==> config.mk <==
export PLATFORM = sky130hd
export DESIGN_NAME = estop_safety_supervisor_flat
export DESIGN_NICKNAME = d
export VERILOG_FILES = /design/src/rtl/esup_pkg.sv /design/src/rtl/esup_ifs.sv /design/src/rtl/esup_cfg.sv /design/src/rtl/esup_core.sv /design/src/rtl/estop_safety_supervisor.sv /design/src/flat_wrapper.sv
export SDC_FILE = /design/constraint.sdc
export NUM_CORES = 1
export LEC_CHECK = 0
export BUFFER_PORTS_ARGS = -buffer_cell sky130_fd_sc_hd__buf_4
export CAP_MARGIN = 20
export CORE_AREA = 2 2 151 153
export DETAILED_ROUTE_END_ITERATION = 10
export DIE_AREA = 0 0 153 155
export GPL_TIMING_DRIVEN = 0
export PLACE_DENSITY = 0.77
export SLEW_MARGIN = 20
export SYNTH_ARGS = -nofsm -noshare
export SYNTH_HDL_FRONTEND = slang
export SYNTH_HIERARCHICAL = 1
export SYNTH_SLANG_ARGS = --single-unit
export TNS_END_PERCENT = 50
==> constraint.sdc <==
create_clock -name clk -period 5.6 [get_ports clk]
set_clock_uncertainty 0.2 [all_clocks]
set_input_delay 1.4 -clock clk [delete_from_list [all_inputs] [get_ports clk]]
set_output_delay 1.4 -clock clk [all_outputs]
set_load 0.1 [all_outputs]
==> src/rtl/esup_pkg.sv <==
// Shared types and constants for the emergency-stop supervisor.
`timescale 1ns / 1ps

package esup_pkg;

    localparam int CFG_W          = 13;
    localparam int APB_DATA_W     = 32;
    localparam int APB_ADDR_W     = 5;
    localparam int NUM_AXES       = 5;
    localparam int SPINDLE_CODE_W = 32;
    localparam int TIMER_CAP_DEF  = 6000;

    localparam logic [CFG_W-1:0] STARTUP_WAIT_RST     = 13'd3000;
    localparam logic [CFG_W-1:0] RESET_WAIT_RST       = 13'd1000;
    localparam logic [CFG_W-1:0] MOTOR_OFF_TIME_RST   = 13'd100;
    localparam logic [CFG_W-1:0] MACHINE_ON_DELAY_RST = 13'd1100;
    localparam logic [CFG_W-1:0] UNHOME_DELAY_RST     = 13'd100;

    typedef enum logic [2:0] {
        REG_STARTUP_WAIT     = 3'd0,
        REG_RESET_WAIT       = 3'd1,
        REG_MOTOR_OFF_TIME   = 3'd2,
        REG_MACHINE_ON_DELAY = 3'd3,
        REG_UNHOME_DELAY     = 3'd4
    } esup_reg_idx_t;

    typedef struct packed {
        logic [CFG_W-1:0] startup_wait;
        logic [CFG_W-1:0] reset_wait;
        logic [CFG_W-1:0] motor_off_time;
        logic [CFG_W-1:0] machine_on_delay;
        logic [CFG_W-1:0] unhome_delay;
    } esup_cfg_t;

    typedef struct packed {
        logic [NUM_AXES-1:0]              axis_fault;
        logic [NUM_AXES-1:0]              follow_error;
        logic                             button_pressed;
        logic signed [SPINDLE_CODE_W-1:0] spindle_error_code;
        logic                             link_ok;
        logic                             ignore_comm_errors;
        logic                             user_reset_request;
        logic                             user_enable_in;
    } esup_item_t;

    typedef struct packed {
        logic run_enable;
        logic machine_on;
        logic motor_enable;
        logic unhome;
        logic reset_pending;
    } esup_res_t;

endpackage

==> src/rtl/esup_ifs.sv <==
// Input and result word channels of the emergency-stop supervisor.
`timescale 1ns / 1ps

interface esup_in_if
    import esup_pkg::*;
();
    logic                             valid;
    logic                             ready;
    logic [NUM_AXES-1:0]              axis_fault;
    logic [NUM_AXES-1:0]              follow_error;
    logic                             button_pressed;
    logic signed [SPINDLE_CODE_W-1:0] spindle_error_code;
    logic                             link_ok;
    logic                             ignore_comm_errors;
    logic                             user_reset_request;
    logic                             user_enable_in;

    modport source (
        output valid, axis_fault, follow_error, button_pressed, spindle_error_code,
               link_ok, ignore_comm_errors, user_reset_request, user_enable_in,
        input  ready
    );
    modport sink (
        input  valid, axis_fault, follow_error, button_pressed, spindle_error_code,
               link_ok, ignore_comm_errors, user_reset_request, user_enable_in,
        output ready
    );
endinterface

interface esup_out_if;
    logic valid;
    logic ready;
    logic run_enable;
    logic machine_on;
    logic motor_enable;
    logic unhome;
    logic reset_pending;

    modport source (
        output valid, run_enable, machine_on, motor_enable, unhome, reset_pending,
        input  ready
    );
    modport sink (
        input  valid, run_enable, machine_on, motor_enable, unhome, reset_pending,
        output ready
    );
endinterface

==> src/rtl/esup_cfg.sv <==
// APB register file holding the supervisor timing registers.
`timescale 1ns / 1ps

module esup_cfg
    import esup_pkg::*;
(
    input  logic                  clk,
    input  logic                  rst_n,
    input  logic                  psel,
    input  logic                  penable,
    input  logic                  pwrite,
    input  logic [APB_ADDR_W-1:0] paddr,
    input  logic [APB_DATA_W-1:0] pwdata,
    output logic [APB_DATA_W-1:0] prdata,
    output logic                  pready,
    output esup_cfg_t             cfg
);

    esup_cfg_t  cfg_reg;
    logic       wr_en;
    logic [2:0] reg_idx;
    logic [CFG_W-1:0] wdata;

    assign pready  = 1'b1;
    assign wr_en   = psel && penable && pwrite;
    assign reg_idx = paddr[APB_ADDR_W-1:2];
    assign wdata   = pwdata[CFG_W-1:0];
    assign cfg     = cfg_reg;

    always_ff @(posedge clk or negedge rst_n)
    begin
        if (!rst_n)
        begin
            cfg_reg.startup_wait     <= STARTUP_WAIT_RST;
            cfg_reg.reset_wait       <= RESET_WAIT_RST;
            cfg_reg.motor_off_time   <= MOTOR_OFF_TIME_RST;
            cfg_reg.machine_on_delay <= MACHINE_ON_DELAY_RST;
            cfg_reg.unhome_delay     <= UNHOME_DELAY_RST;
        end
        else if (wr_en)
        begin
            unique case (reg_idx)
                REG_STARTUP_WAIT:     cfg_reg.startup_wait     <= wdata;
                REG_RESET_WAIT:       cfg_reg.reset_wait       <= wdata;
                REG_MOTOR_OFF_TIME:   cfg_reg.motor_off_time   <= wdata;
                REG_MACHINE_ON_DELAY: cfg_reg.machine_on_delay <= wdata;
                REG_UNHOME_DELAY:     cfg_reg.unhome_delay     <= wdata;
                default:              ;
            endcase
        end
    end

    always_comb
    begin
        prdata = '0;
        unique case (reg_idx)
            REG_STARTUP_WAIT:     prdata = APB_DATA_W'(cfg_reg.startup_wait);
            REG_RESET_WAIT:       prdata = APB_DATA_W'(cfg_reg.reset_wait);
            REG_MOTOR_OFF_TIME:   prdata = APB_DATA_W'(cfg_reg.motor_off_time);
            REG_MACHINE_ON_DELAY: prdata = APB_DATA_W'(cfg_reg.machine_on_delay);
            REG_UNHOME_DELAY:     prdata = APB_DATA_W'(cfg_reg.unhome_delay);
            default:              prdata = '0;
        endcase
    end

endmodule

==> src/rtl/esup_core.sv <==
// Supervisor state, fault latches, timers and result register.
`timescale 1ns / 1ps

module esup_core
    import esup_pkg::*;
#(
    parameter int TIMER_CAP = TIMER_CAP_DEF
)
(
    input  logic       clk,
    input  logic       rst_n,
    input  esup_cfg_t  cfg,
    input  logic       in_valid,
    output logic       in_ready,
    input  esup_item_t in_item,
    output logic       out_valid,
    input  logic       out_ready,
    output esup_res_t  out_res
);

    localparam int TW = $clog2(TIMER_CAP + 2);
    localparam int CW = (TW > CFG_W) ? TW : CFG_W;
    localparam logic [TW-1:0] TCAP = TW'(TIMER_CAP);

    // input stage
    logic       s1_valid_reg;
    esup_item_t s1_item_reg;
    logic       out_valid_reg;
    esup_res_t  res_reg, res_next;
    logic       advance;

    // supervisor state
    logic [NUM_AXES-1:0] mfl_reg, mfl_next;
    logic [NUM_AXES-1:0] fel_reg, fel_next;
    logic sel_reg, sel_next;
    logic lel_reg, lel_next;
    logic pushed_reg, pushed_next;
    logic released_reg, released_next;
    logic estop_reg, estop_next;
    logic rst_lat_reg, rst_lat_next;
    logic motors_reg, motors_next;
    logic [TW-1:0] t_req_reg, t_req_next;
    logic [TW-1:0] t_estop_reg, t_estop_next;
    logic [TW-1:0] t_start_reg, t_start_next;
    logic [TW-1:0] t_rel_reg, t_rel_next;

    assign advance   = s1_valid_reg && (!out_valid_reg || out_ready);
    assign in_ready  = !s1_valid_reg || advance;
    assign out_valid = out_valid_reg;
    assign out_res   = res_reg;

    always_comb
    begin
        logic                ign, btn, sp, lok, req, uen;
        logic [NUM_AXES-1:0] af, fe;
        logic                old_any, guard, rel_evt, fault, start_rst, clr, estop;
        logic [TW-1:0]       t_rel1, t_req1;
        logic [CW-1:0]       sw, rw, mot, mod, ud;

        sw  = CW'(cfg.startup_wait);
        rw  = CW'(cfg.reset_wait);
        mot = CW'(cfg.motor_off_time);
        mod = CW'(cfg.machine_on_delay);
        ud  = CW'(cfg.unhome_delay);

        ign = s1_item_reg.ignore_comm_errors;
        af  = ign ? '0 : s1_item_reg.axis_fault;
        fe  = s1_item_reg.follow_error;
        btn = s1_item_reg.button_pressed;
        sp  = (|s1_item_reg.spindle_error_code) && !ign;
        lok = s1_item_reg.link_ok || ign;
        req = s1_item_reg.user_reset_request;
        uen = s1_item_reg.user_enable_in;

        old_any = (|mfl_reg) || (|fel_reg) || sel_reg || lel_reg || pushed_reg;
        guard   = !btn && !pushed_reg && (CW'(t_start_reg) > sw)
                  && (CW'(t_req_reg) > rw) && (CW'(t_rel_reg) > sw);

        mfl_next = mfl_reg | (guard ? af : '0);
        sel_next = sel_reg | (guard && sp);
        lel_next = lel_reg | (guard && !lok);
        fel_next = fel_reg | fe;

        pushed_next   = pushed_reg | btn;
        rel_evt       = pushed_reg && !btn;
        t_rel1        = (rel_evt && !released_reg) ? '0 : t_rel_reg;
        released_next = released_reg | rel_evt;

        fault = (|af) || (|fe) || !lok || sp || btn;

        start_rst    = !rst_lat_reg && (req || (released_next && (CW'(t_rel1) > sw)));
        rst_lat_next = rst_lat_reg | start_rst;
        t_req1       = start_rst ? '0 : t_req_reg;

        motors_next = motors_reg;
        estop_next  = estop_reg;
        clr         = 1'b0;
        if (rst_lat_next)
        begin
            motors_next = CW'(t_req1) >= mot;
            clr         = CW'(t_req1) > rw;
        end
        if (clr)
        begin
            mfl_next      = '0;
            fel_next      = '0;
            sel_next      = 1'b0;
            lel_next      = 1'b0;
            pushed_next   = 1'b0;
            released_next = 1'b0;
            estop_next    = 1'b0;
            rst_lat_next  = 1'b0;
        end

        t_rel_next   = (t_rel1 <= TCAP) ? t_rel1 + TW'(1) : t_rel1;
        t_req_next   = (t_req1 <= TCAP) ? t_req1 + TW'(1) : t_req1;
        t_start_next = (t_start_reg <= TCAP) ? t_start_reg + TW'(1) : t_start_reg;
        t_estop_next = (t_estop_reg <= TCAP) ? t_estop_reg + TW'(1) : t_estop_reg;

        estop = !(!fault && uen && (!old_any || clr));
        if (estop && !estop_next)
        begin
            t_estop_next = '0;
            estop_next   = 1'b1;
        end

        res_next.run_enable    = !estop;
        res_next.machine_on    = !estop && (CW'(t_req_next) > mod);
        res_next.motor_enable  = motors_next;
        res_next.unhome        = estop_reg && (CW'(t_estop_reg) > ud);
        res_next.reset_pending = rst_lat_next;
    end

    always_ff @(posedge clk or negedge rst_n)
    begin
        if (!rst_n)
        begin
            s1_valid_reg  <= 1'b0;
            out_valid_reg <= 1'b0;
            mfl_reg       <= '0;
            fel_reg       <= '0;
            sel_reg       <= 1'b0;
            lel_reg       <= 1'b0;
            pushed_reg    <= 1'b0;
            released_reg  <= 1'b0;
            estop_reg     <= 1'b0;
            rst_lat_reg   <= 1'b0;
            motors_reg    <= 1'b1;
            t_req_reg     <= '0;
            t_estop_reg   <= '0;
            t_start_reg   <= '0;
            t_rel_reg     <= '0;
        end
        else
        begin
            if (in_ready)
            begin
                s1_valid_reg <= in_valid;
            end
            if (advance)
            begin
                out_valid_reg <= 1'b1;
                mfl_reg       <= mfl_next;
                fel_reg       <= fel_next;
                sel_reg       <= sel_next;
                lel_reg       <= lel_next;
                pushed_reg    <= pushed_next;
                released_reg  <= released_next;
                estop_reg     <= estop_next;
                rst_lat_reg   <= rst_lat_next;
                motors_reg    <= motors_next;
                t_req_reg     <= t_req_next;
                t_estop_reg   <= t_estop_next;
                t_start_reg   <= t_start_next;
                t_rel_reg     <= t_rel_next;
            end
            else if (out_ready)
            begin
                out_valid_reg <= 1'b0;
            end
        end
    end

    always_ff @(posedge clk)
    begin
        if (in_ready && in_valid)
        begin
            s1_item_reg <= in_item;
        end
        if (advance)
        begin
            res_reg <= res_next;
        end
    end

endmodule

==> src/rtl/estop_safety_supervisor.sv <==
// Top level of the emergency-stop supervisor for a five-axis machine.
//
// One input word per servo tick on in_ch (valid/ready): fault bits, following
// errors, button, spindle code, link state and the user reset/enable signals.
// One result word per input word on out_ch: run enable, machine-on, motor
// enable, unhome and reset pending.
// Timing registers sit on the APB port, byte address 4*i; write them only
// while no word is in flight. pready is tied high.
// A word taken from in_ch lands in the input register; its result is then
// registered and offered on out_ch once the result register is free or read.
// Throughput: one word per cycle while out_ch.ready holds, set by the single
// state-update pass between the input and result registers.
// Reset: fault latches clear, motors enabled, all tick timers at zero,
// registers at their defaults.
// A stalled receiver holds the result word; one more input word is taken
// into the input register, then in_ch.ready drops until the result goes.
`timescale 1ns / 1ps

module estop_safety_supervisor
    import esup_pkg::*;
#(
    parameter int TIMER_CAP = TIMER_CAP_DEF
)
(
    input  logic                  clk,
    input  logic                  rst_n,
    input  logic                  psel,
    input  logic                  penable,
    input  logic                  pwrite,
    input  logic [APB_ADDR_W-1:0] paddr,
    input  logic [APB_DATA_W-1:0] pwdata,
    output logic [APB_DATA_W-1:0] prdata,
    output logic                  pready,
    esup_in_if.sink               in_ch,
    esup_out_if.source            out_ch
);

    esup_cfg_t  cfg;
    esup_item_t item;
    esup_res_t  res;

    esup_cfg u_cfg (
        .clk     (clk),
        .rst_n   (rst_n),
        .psel    (psel),
        .penable (penable),
        .pwrite  (pwrite),
        .paddr   (paddr),
        .pwdata  (pwdata),
        .prdata  (prdata),
        .pready  (pready),
        .cfg     (cfg)
    );

    assign item.axis_fault         = in_ch.axis_fault;
    assign item.follow_error       = in_ch.follow_error;
    assign item.button_pressed     = in_ch.button_pressed;
    assign item.spindle_error_code = in_ch.spindle_error_code;
    assign item.link_ok            = in_ch.link_ok;
    assign item.ignore_comm_errors = in_ch.ignore_comm_errors;
    assign item.user_reset_request = in_ch.user_reset_request;
    assign item.user_enable_in     = in_ch.user_enable_in;

    esup_core #(
        .TIMER_CAP (TIMER_CAP)
    ) u_core (
        .clk       (clk),
        .rst_n     (rst_n),
        .cfg       (cfg),
        .in_valid  (in_ch.valid),
        .in_ready  (in_ch.ready),
        .in_item   (item),
        .out_valid (out_ch.valid),
        .out_ready (out_ch.ready),
        .out_res   (res)
    );

    assign out_ch.run_enable    = res.run_enable;
    assign out_ch.machine_on    = res.machine_on;
    assign out_ch.motor_enable  = res.motor_enable;
    assign out_ch.unhome        = res.unhome;
    assign out_ch.reset_pending = res.reset_pending;

endmodule
==> src/flat_wrapper.sv <==
// flat-port wrapper written by rule: the top's interface ports become plain ports
module estop_safety_supervisor_flat import esup_pkg::*;
#(
    parameter int TIMER_CAP = TIMER_CAP_DEF
)
  (clk, rst_n, psel, penable, pwrite, paddr, pwdata, prdata, pready, in_ch_valid, in_ch_axis_fault, in_ch_follow_error, in_ch_button_pressed, in_ch_spindle_error_code, in_ch_link_ok, in_ch_ignore_comm_errors, in_ch_user_reset_request, in_ch_user_enable_in, in_ch_ready, out_ch_valid, out_ch_run_enable, out_ch_machine_on, out_ch_motor_enable, out_ch_unhome, out_ch_reset_pending, out_ch_ready);
  esup_in_if in_ch_i ();
  esup_out_if out_ch_i ();
  input  logic clk;
  input  logic rst_n;
  input  logic psel;
  input  logic penable;
  input  logic pwrite;
  input  logic [APB_ADDR_W-1:0] paddr;
  input  logic [APB_DATA_W-1:0] pwdata;
  output logic [APB_DATA_W-1:0] prdata;
  output logic pready;
  input wire logic [$bits(in_ch_i.valid)-1:0] in_ch_valid;
  input wire logic [$bits(in_ch_i.axis_fault)-1:0] in_ch_axis_fault;
  input wire logic [$bits(in_ch_i.follow_error)-1:0] in_ch_follow_error;
  input wire logic [$bits(in_ch_i.button_pressed)-1:0] in_ch_button_pressed;
  input wire logic [$bits(in_ch_i.spindle_error_code)-1:0] in_ch_spindle_error_code;
  input wire logic [$bits(in_ch_i.link_ok)-1:0] in_ch_link_ok;
  input wire logic [$bits(in_ch_i.ignore_comm_errors)-1:0] in_ch_ignore_comm_errors;
  input wire logic [$bits(in_ch_i.user_reset_request)-1:0] in_ch_user_reset_request;
  input wire logic [$bits(in_ch_i.user_enable_in)-1:0] in_ch_user_enable_in;
  output wire logic [$bits(in_ch_i.ready)-1:0] in_ch_ready;
  output wire logic [$bits(out_ch_i.valid)-1:0] out_ch_valid;
  output wire logic [$bits(out_ch_i.run_enable)-1:0] out_ch_run_enable;
  output wire logic [$bits(out_ch_i.machine_on)-1:0] out_ch_machine_on;
  output wire logic [$bits(out_ch_i.motor_enable)-1:0] out_ch_motor_enable;
  output wire logic [$bits(out_ch_i.unhome)-1:0] out_ch_unhome;
  output wire logic [$bits(out_ch_i.reset_pending)-1:0] out_ch_reset_pending;
  input wire logic [$bits(out_ch_i.ready)-1:0] out_ch_ready;
  assign in_ch_i.valid = in_ch_valid;
  assign in_ch_i.axis_fault = in_ch_axis_fault;
  assign in_ch_i.follow_error = in_ch_follow_error;
  assign in_ch_i.button_pressed = in_ch_button_pressed;
  assign in_ch_i.spindle_error_code = in_ch_spindle_error_code;
  assign in_ch_i.link_ok = in_ch_link_ok;
  assign in_ch_i.ignore_comm_errors = in_ch_ignore_comm_errors;
  assign in_ch_i.user_reset_request = in_ch_user_reset_request;
  assign in_ch_i.user_enable_in = in_ch_user_enable_in;
  assign in_ch_ready = in_ch_i.ready;
  assign out_ch_valid = out_ch_i.valid;
  assign out_ch_run_enable = out_ch_i.run_enable;
  assign out_ch_machine_on = out_ch_i.machine_on;
  assign out_ch_motor_enable = out_ch_i.motor_enable;
  assign out_ch_unhome = out_ch_i.unhome;
  assign out_ch_reset_pending = out_ch_i.reset_pending;
  assign out_ch_i.ready = out_ch_ready;
  estop_safety_supervisor #(.TIMER_CAP(TIMER_CAP)) u_core (.clk(clk), .rst_n(rst_n), .psel(psel), .penable(penable), .pwrite(pwrite), .paddr(paddr), .pwdata(pwdata), .prdata(prdata), .pready(pready), .in_ch(in_ch_i), .out_ch(out_ch_i));
endmodule
==> flow_metrics.env, run 1 <==
export IMPL_ys_seq_area_frac=0.425
export IMPL_status="finished, violations left"
export IMPL_grt_ovfl_total=0
export IMPL_clkLatencyLatePin_ns=0.44
export IMPL_rsz0062_at_grt="yes"
export IMPL_syn_avg_cell_area_um2=10.2
export IMPL_max_freq_ghz=0.167
export IMPL_finalCritPeriodShare=1.07
export IMPL_max_cap_viol_count=0
export IMPL_critPathKind="flop to flop"
export IMPL_p_total_mw=5.35
export IMPL_path_depth=29
export IMPL_grt_antenna_before_repair=0
export IMPL_synth_seq_cells=188
export IMPL_cts_tree="built"
export IMPL_vias=9771
export IMPL_synth_edf_count=52
export IMPL_crit_fanout=7
export IMPL_row_count=55
export IMPL_min_path_type="flop to flop"
export IMPL_finalHoldViolCount=0
export IMPL_powerDensity_nw_per_um2=385
export IMPL_crit_path_top_delay_cell="or3b_4"
export IMPL_fin_tns_setup_ns=-2.66
export IMPL_layout_common_cells="buf_4 (141), dfrtp_1 (112), ha_1 (100)"
export IMPL_drt_iter0_markers=989
export IMPL_root_buffer="clkbuf_16"
export IMPL_wl_per_cell_um=19.9
export IMPL_pre_cts_slack_ns=-1.20
export IMPL_ys_async_sr_fraction=0.723
export IMPL_start_util=0.529
export IMPL_ys_flop_type="dfrtp_1"
export IMPL_layout_setup_ws_ns=-0.387
export IMPL_first_pass_iters=6
export IMPL_min_period_ns=5.99
export IMPL_wirelength_um=31900
export IMPL_largest_reg_flops=65
export IMPL_path_buf_inv=3
export IMPL_synthesis_area_um2=11800
export IMPL_hold_buffers=0
export IMPL_die_area_um2=23700
export IMPL_worst_r2r_cell_count=29
export IMPL_nets=1501
export IMPL_final_antenna_net_count=0
export IMPL_design_core_area_um2=22200
export IMPL_cts_made_buffers=17
export IMPL_die_y_um=155
export IMPL_drive_above_1_share=0.252
export IMPL_area_growth_pct=18.2
export IMPL_dp_cells=1547
export IMPL_grt_pass1_vias=9948
export IMPL_worst_endpoint_arrival_ns=5.96
export IMPL_setup_violations=23
export IMPL_grt_use_total=0.272
export IMPL_relSlewSlack=0.335
export IMPL_grt_pass1_wl_um=51600
export IMPL_crit_path_frequent_cell="o21a_1"
export IMPL_cts_sinks=188
export IMPL_route_detailed_drc=0
export IMPL_gp_congestion=0.975
export IMPL_instances_no_fill=1604
export IMPL_yosys_warnings=6
export IMPL_io_pins=131
export IMPL_hold_depth=2
export IMPL_fp_dieW_um=153
export IMPL_port_buffers=89
export IMPL_crit_required_ns=5.57
export IMPL_critPathMaxStageDelay_ns=0.44
export IMPL_netlist_instances=1152
export IMPL_ys_types=79
export IMPL_drv_slew=0
export IMPL_ir_worst_vdd_mv=0.232
export IMPL_cts_max_path_buffers=2
export IMPL_vias_per_cell=6.09
export IMPL_post_dp_hpwl_um=23400
export IMPL_start_kind="flop"
export IMPL_h_tree_depth=4
export IMPL_grt_max_degree=93
export IMPL_path_delay_family="compound AO/OA/AOI/OAI gates"
export IMPL_power_leakage_nw=6.35
export IMPL_violations="negative setup slack"
export IMPL_worst_slew_pin_slew_ns=0.997
export IMPL_endpoint_kind="flop"
export IMPL_n_antenna_cell=0
export IMPL_path_clk_slew_ns=0.07
export IMPL_final_common_cell="buf_4"
## through the flow
stage	cell area [µm²]	util	hold slack, ns
after floorplan	11800	-	0.240
after global placement	12800	0.578	0.249
after detailed placement	12900	0.581	0.266
after CTS	13800	0.623	0.277
after global routing	13900	0.625	0.297
final	13900	0.625	0.272
## final cells by class
class,count,area [µm²]
Multi-Input combinational cell,831,6320
Inverter,85,319
Tap cell,285,357
Clock inverter,15,144
Timing Repair Buffer,118,923
Sequential cell,188,4990
Buffer,65,405
Clock buffer,17,425
Fill cell,1771,8330
## cell usage after synthesis (18+ instances only)
library cell  instances  share of area
ha_1                104           0.11
dfrtp_1             112           0.24
clkbuf_1             30         0.0096
edfxtp_1             52           0.13
a21oi_1              44          0.019
mux2_2               73          0.070
nand2_1              80          0.026
nor4_1               22          0.012
o21ai_0              59          0.025
dfstp_2              24          0.054
nand3_1              30          0.013
inv_1                85          0.027
buf_4                24          0.015
and3_1               23          0.012
and2_1               18         0.0096
o21a_1               19          0.012
nand4_1              21          0.011
nor2_1               63          0.020
## report_power, final
part | total, mW | switching, mW | internal (mW)
combinational | 2.21 | 1.29 | 0.921
sequential | 1.95 | 0.270 | 1.68
clock | 1.19 | 0.599 | 0.595
## metal layers
metal,GRT usage,share of wire,vias up
li1,-,-,4511
met2,0.435,0.47,469
met3,0.0596,0.088,68
met1,0.364,0.41,4723
met5,0,0,-
met4,0.108,0.030,0
## cell families (layout without fill, tap and decap cells)
kind of cell / count (synthesis) / after routing / synth area share
simple gates: 337 / 337 / 0.153
compound gates: 258 / 258 / 0.148
flops: 188 / 188 / 0.425
fa+ha+maj: 104 / 104 / 0.111
buf+inv: 151 / 300 / 0.0576
mux: 88 / 88 / 0.0871
xor+xnor: 24 / 24 / 0.0179
other cells: 2 / 20 / 0.000639
## final timing paths
check | startpoint | endpoint | slack, ns
setup / recovery | u_core/u_core/s1_item_reg[36] | u_core/u_core/out_res[3] | -0.39
max in group asynchronous | rst_n | u_core/u_cfg/cfg[28] | 3.75
min in group asynchronous | rst_n | u_core/u_core/t_estop_reg[6] | 0.64
setup reg to reg | u_core/u_core/s1_item_reg[36] | u_core/u_core/out_res[3] | -0.39
hold reg to reg | u_core/u_core/motors_reg | u_core/u_core/motors_reg | 0.27
hold / removal | u_core/u_core/motors_reg | u_core/u_core/motors_reg | 0.27
## worst min-delay path: cells and delay by family (launching register included)
family,cells,cell delay [ns]
AOI/OAI and AO/OA,1,0.05
buffers and inverters,1,0.04
DFF,1,0.37
## what timing repair did
item	in CTS	in global routing
pin swaps	22	15
resized for setup	49	4
endpoints found under the setup margin	33	33
endpoints found under the hold margin	0	0
buffers inserted	20	6
(Power assumes the default switching activity.)
==> inputs of run 2 (changes only) <==
--- a/config.mk
+++ b/config.mk
@@ -12,6 +12,7 @@
 export DIE_AREA = 0 0 153 155
 export GPL_TIMING_DRIVEN = 0
 export PLACE_DENSITY = 0.77
+export SKIP_LAST_GASP = 1
 export SLEW_MARGIN = 20
 export SYNTH_ARGS = -nofsm -noshare
 export SYNTH_HDL_FRONTEND = slang
==> flow_metrics.env, run 2 (same netlist as run 1, synthesis figures left out) <==
export IMPL_grtUsageMet1=0.364
export IMPL_grt_max_degree=93
export IMPL_start_util=0.529
export IMPL_rsz0062_at_grt="yes"
export IMPL_start_kind="flop"
export IMPL_drt_iter0_markers=895
export IMPL_critPathKind="flop to flop"
export IMPL_layout_setup_ws_ns=-0.421
export IMPL_finalCritPeriodShare=1.08
export IMPL_layout_common_cells="buf_4 (141), dfrtp_1 (112), ha_1 (100)"
export IMPL_pwr_share_clk=0.224
export IMPL_clkLatencyLatePin_ns=0.44
export IMPL_max_freq_ghz=0.166
export IMPL_setup_violations=23
export IMPL_final_util=0.625
export IMPL_grt_pass1_wl_um=51600
export IMPL_grt_antenna_before_repair=0
export IMPL_path_buf_inv=3
export IMPL_route_detailed_drc=0
export IMPL_power_leakage_nw=6.35
export IMPL_vias_per_cell=6.15
export IMPL_share_seq_of_total_power=0.364
export IMPL_die_area_um2=23700
export IMPL_wl_per_cell_um=19.9
export IMPL_powerDensity_nw_per_um2=385
export IMPL_root_buffer="clkbuf_16"
export IMPL_comb_power_share=0.412
export IMPL_post_dp_hpwl_um=23400
export IMPL_wirelength_um=31900
export IMPL_p_total_mw=5.35
export IMPL_gp_congestion=0.975
export IMPL_crit_path_frequent_cell="o21a_1"
export IMPL_crit_required_ns=5.58
export IMPL_min_path_type="flop to flop"
export IMPL_max_cap_viol_count=0
export IMPL_drive_above_1_share=0.252
export IMPL_crit_path_top_delay_cell="or3b_4"
export IMPL_critPathMaxStageDelay_ns=0.45
export IMPL_cts_max_path_buffers=2
export IMPL_path_clk_slew_ns=0.07
export IMPL_ir_worst_vdd_mv=0.232
export IMPL_netSwitchingPower_mw=2.16
export IMPL_vias=9862
export IMPL_endpoint_kind="flop"
export IMPL_io_pins=131
export IMPL_cts_made_buffers=17
export IMPL_crit_fanout=7
export IMPL_finalHoldViolCount=0
export IMPL_min_period_ns=6.02
export IMPL_grt_use_total=0.272
export IMPL_fillers=1770
export IMPL_nets=1501
export IMPL_path_delay_family="compound AO/OA/AOI/OAI gates"
export IMPL_violations="negative setup slack"
export IMPL_relSlewSlack=0.326
export IMPL_fin_tns_setup_ns=-2.76
export IMPL_cts_sinks=188
export IMPL_hold_buffers=0
export IMPL_status="finished, violations left"
export IMPL_p_sw_frac=0.403
export IMPL_n_antenna_cell=0
export IMPL_worst_endpoint_arrival_ns=6.00
export IMPL_cts_tree="built"
export IMPL_grtUsageMet2=0.435
export IMPL_busiest_layer="met2"
export IMPL_grt_pass1_vias=9948
export IMPL_final_common_cell="buf_4"
export IMPL_drv_slew=0
export IMPL_h_tree_depth=4
export IMPL_port_buffers=89
export IMPL_die_y_um=155
export IMPL_first_pass_iters=5
export IMPL_fp_dieW_um=153
export IMPL_row_count=55
export IMPL_worst_slew_pin_slew_ns=1.00
export IMPL_hold_ws_ns=0.273
export IMPL_design_core_area_um2=22200
export IMPL_area_growth_pct=18.1
export IMPL_grt_use_met3=0.0596
export IMPL_final_antenna_net_count=0
export IMPL_grt_ovfl_total=0
export IMPL_largest_reg_flops=65
export IMPL_cell_internal_pwr_mw=3.19
## run 2: cell count changes in the layout (fill, tap and decap cells not counted)
cell,delta
a211oi_1,+1
a211oi_2,-1
## run 2: through the flow
stage	instances	cell area (µm²)	setup slack, ns
after floorplan	1170	11800	-0.324
after global placement	1544	12800	-1.08
after detailed placement	1547	12900	-1.20
after CTS	1599	13800	-0.402
after global routing	1604	13900	-0.586
final	1604	13900	-0.421
## run 2: final timing paths
check / start / depth (start not counted) / slack, ns / end
max: u_core/u_core/s1_item_reg[36] / 29 / -0.42 / u_core/u_core/out_res[3]
min: u_core/u_core/motors_reg / 2 / 0.27 / u_core/u_core/motors_reg
max reg2reg: u_core/u_core/s1_item_reg[36] / 29 / -0.42 / u_core/u_core/out_res[3]
min reg2reg: u_core/u_core/motors_reg / 2 / 0.27 / u_core/u_core/motors_reg
max in group asynchronous: rst_n / 2 / 3.75 / u_core/u_cfg/cfg[15]
min in group asynchronous: rst_n / 1 / 0.63 / u_core/u_core/t_estop_reg[6]
## run 2: timing repair
action,4_1_cts,5_1_grt
setup endpoints to repair,33,33
gates cloned,0,0
endpoints found under the hold margin,0,0
setup buffers,20,6
pin swaps,22,15
resized for setup,49,3
## run 2: cell type report
class / instances / area (µm²) / area share
multi-input combinational: 831 / 6320 / 0.455
clock inverter: 15 / 144 / 0.0104
tap: 285 / 357 / 0.0257
sequential: 188 / 4990 / 0.360
timing repair buffer: 118 / 923 / 0.0665
clock buffer: 17 / 425 / 0.0306
inverter: 85 / 319 / 0.0230
buffer: 65 / 405 / 0.0292
## run 2: power by group through the flow
stage	combinational (mW)	sequential, mW	clock [mW]
floorplan	1.42	1.90	0
global placement	1.87	1.95	0
detailed placement	1.95	1.96	0
CTS	2.12	1.94	1.22
global route	2.43	1.98	1.27
finish	2.20	1.95	1.20
## run 2: worst min-delay path, stage by stage, from the launching register on
cell,delay [ns]
dfstp_2,0.37
inv_1,0.04
a2bb2oi_1,0.05
## run 2: per-layer routing
metal | wire, µm | up-vias | part of all wire
li1 | - | 4521 | -
met1 | 13100 | 4754 | 0.41
met2 | 15000 | 503 | 0.47
met3 | 2770 | 84 | 0.087
met4 | 1040 | 0 | 0.033
met5 | 0 | - | 0
==> inputs of run 3 (changes only) <==
--- a/config.mk
+++ b/config.mk
@@ -12,6 +12,7 @@
 export DIE_AREA = 0 0 153 155
 export GPL_TIMING_DRIVEN = 0
 export PLACE_DENSITY = 0.77
+export SKIP_CTS_REPAIR_TIMING = 1
 export SKIP_LAST_GASP = 1
 export SLEW_MARGIN = 20
 export SYNTH_ARGS = -nofsm -noshare
==> flow_metrics.env, run 3 (same netlist as run 1, synthesis figures left out) <==
export IMPL_fin_area_um2=13700
export IMPL_largest_reg_flops=65
export IMPL_nets=1491
export IMPL_wirelength_um=31500
export IMPL_route_detailed_drc=0
export IMPL_cts_max_path_buffers=2
export IMPL_drt_iter0_markers=962
export IMPL_final_antenna_net_count=0
export IMPL_max_freq_ghz=0.161
export IMPL_crit_required_ns=5.58
export IMPL_crit_reg2reg_capture="u_core/u_core/out_res[3]"
export IMPL_grt_pass1_vias=9702
export IMPL_power_leakage_nw=6.28
export IMPL_worst_slew_pin_slew_ns=0.963
export IMPL_final_util=0.618
export IMPL_worst_r2r_cell_count=30
export IMPL_worst_endpoint_arrival_ns=6.20
export IMPL_vias_per_cell=6.14
export IMPL_h_tree_depth=4
export IMPL_grt_use_total=0.264
export IMPL_critPathMaxStageDelay_ns=0.47
export IMPL_cts_made_buffers=17
export IMPL_grt_max_degree=93
export IMPL_n_antenna_cell=0
export IMPL_path_clk_slew_ns=0.08
export IMPL_area_growth_pct=16.9
export IMPL_violations="negative setup slack"
export IMPL_layout_setup_ws_ns=-0.623
export IMPL_die_area_um2=23700
export IMPL_final_common_cell="buf_4"
export IMPL_drv_slew=0
export IMPL_post_dp_hpwl_um=23400
export IMPL_ir_worst_vdd_mv=0.232
export IMPL_status="finished, violations left"
export IMPL_endpoint_kind="flop"
export IMPL_row_count=55
export IMPL_design_core_area_um2=22200
export IMPL_min_period_ns=6.22
export IMPL_ff2ff_setup_slack_ns=-0.62
export IMPL_drive_above_1_share=0.239
export IMPL_fp_dieW_um=153
export IMPL_finalCritPeriodShare=1.11
export IMPL_crit_path_top_delay_cell="edfxtp_1"
export IMPL_finalHoldViolCount=0
export IMPL_grt_antenna_before_repair=0
export IMPL_start_kind="flop"
export IMPL_wl_per_cell_um=19.8
export IMPL_gp_congestion=0.975
export IMPL_startpoint="u_core/u_core/s1_item_reg[36]"
export IMPL_first_pass_iters=7
export IMPL_io_pins=131
export IMPL_grt_pass1_wl_um=50100
export IMPL_port_buffers=89
export IMPL_grt_ovfl_total=0
export IMPL_max_cap_viol_count=0
export IMPL_min_path_type="flop to flop"
export IMPL_layout_common_cells="buf_4 (128), dfrtp_1 (112), ha_1 (100)"
export IMPL_critPathKind="flop to flop"
export IMPL_die_y_um=155
export IMPL_root_buffer="clkbuf_16"
export IMPL_start_util=0.529
export IMPL_cts_sinks=188
export IMPL_regToRegStartpoint="u_core/u_core/s1_item_reg[36]"
export IMPL_vias=9784
export IMPL_powerDensity_nw_per_um2=384
export IMPL_crit_fanout=7
export IMPL_crit_path_end="u_core/u_core/out_res[3]"
export IMPL_crit_path_frequent_cell="o21a_1"
export IMPL_clkLatencyLatePin_ns=0.44
export IMPL_cts_tree="built"
export IMPL_setup_violations=26
export IMPL_place_area_um2=12900
export IMPL_relSlewSlack=0.358
export IMPL_rsz0062_at_grt="yes"
-- run 3: layout make-up --
class / count / area, µm²
Timing Repair Buffer: 107 / 841
Sequential cell: 188 / 4990
Clock buffer: 17 / 425
Tap cell: 285 / 357
Buffer: 66 / 384
Clock inverter: 15 / 144
Multi-Input combinational cell: 831 / 6280
Inverter: 85 / 319
Fill cell: 1797 / 8480
-- run 3: metrics by stage --
stage          TNS [ns]  hold WS (ns)  power (mW)  cells  worst slack (ns)
5_1_grt          -12.72         0.297        5.61   1594            -0.815
4_1_cts          -17.64         0.277        5.12   1579             -1.23
3_5_place_dp     -16.74         0.266        3.91   1547             -1.20
2_1_floorplan     -2.25         0.240        3.32   1170            -0.324
6_report          -5.39         0.274        5.28   1594            -0.623
3_3_place_gp     -14.15         0.249        3.82   1544             -1.08
-- run 3: how the worst min path moves through the flow --
| stage | startpoint | to | slack [ns] | depth (start not counted) |
|---|---|---|---|---|
| detailed placement | u_core/u_core/motors_reg | u_core/u_core/motors_reg | 0.27 | 2 |
| global route | u_core/u_core/motors_reg | u_core/u_core/motors_reg | 0.30 | 2 |
| global placement | u_core/u_core/motors_reg | u_core/u_core/motors_reg | 0.25 | 2 |
| floorplan | u_core/u_core/motors_reg | u_core/u_core/motors_reg | 0.24 | 2 |
| CTS | u_core/u_core/motors_reg | u_core/u_core/motors_reg | 0.28 | 2 |
| finish | u_core/u_core/motors_reg | u_core/u_core/motors_reg | 0.27 | 2 |
-- run 3: worst max-delay path, delay by kind of cell (launching register included) --
kind,cells,cell delay (ns)
mux,1,0.32
fa+ha+maj,3,0.65
simple gates,7,1.18
flops,1,0.47
buf+inv,4,0.60
compound gates,15,2.52
-- run 3: power breakdown --
group | switching [mW] | internal [mW]
registers | 0.273 | 1.68
clock network | 0.604 | 0.595
logic | 1.26 | 0.868
total | 2.14 | 3.14
-- run 3: metal layers --
| metal | global-route usage | vias to the layer above | routed length, µm |
|---|---|---|---|
| met5 | 0 | - | 0 |
| met4 | 0.112 | 0 | 1130 |
| met3 | 0.0643 | 76 | 2850 |
| met2 | 0.417 | 477 | 14800 |
| met1 | 0.351 | 4734 | 12700 |
| li1 | - | 4497 | - |
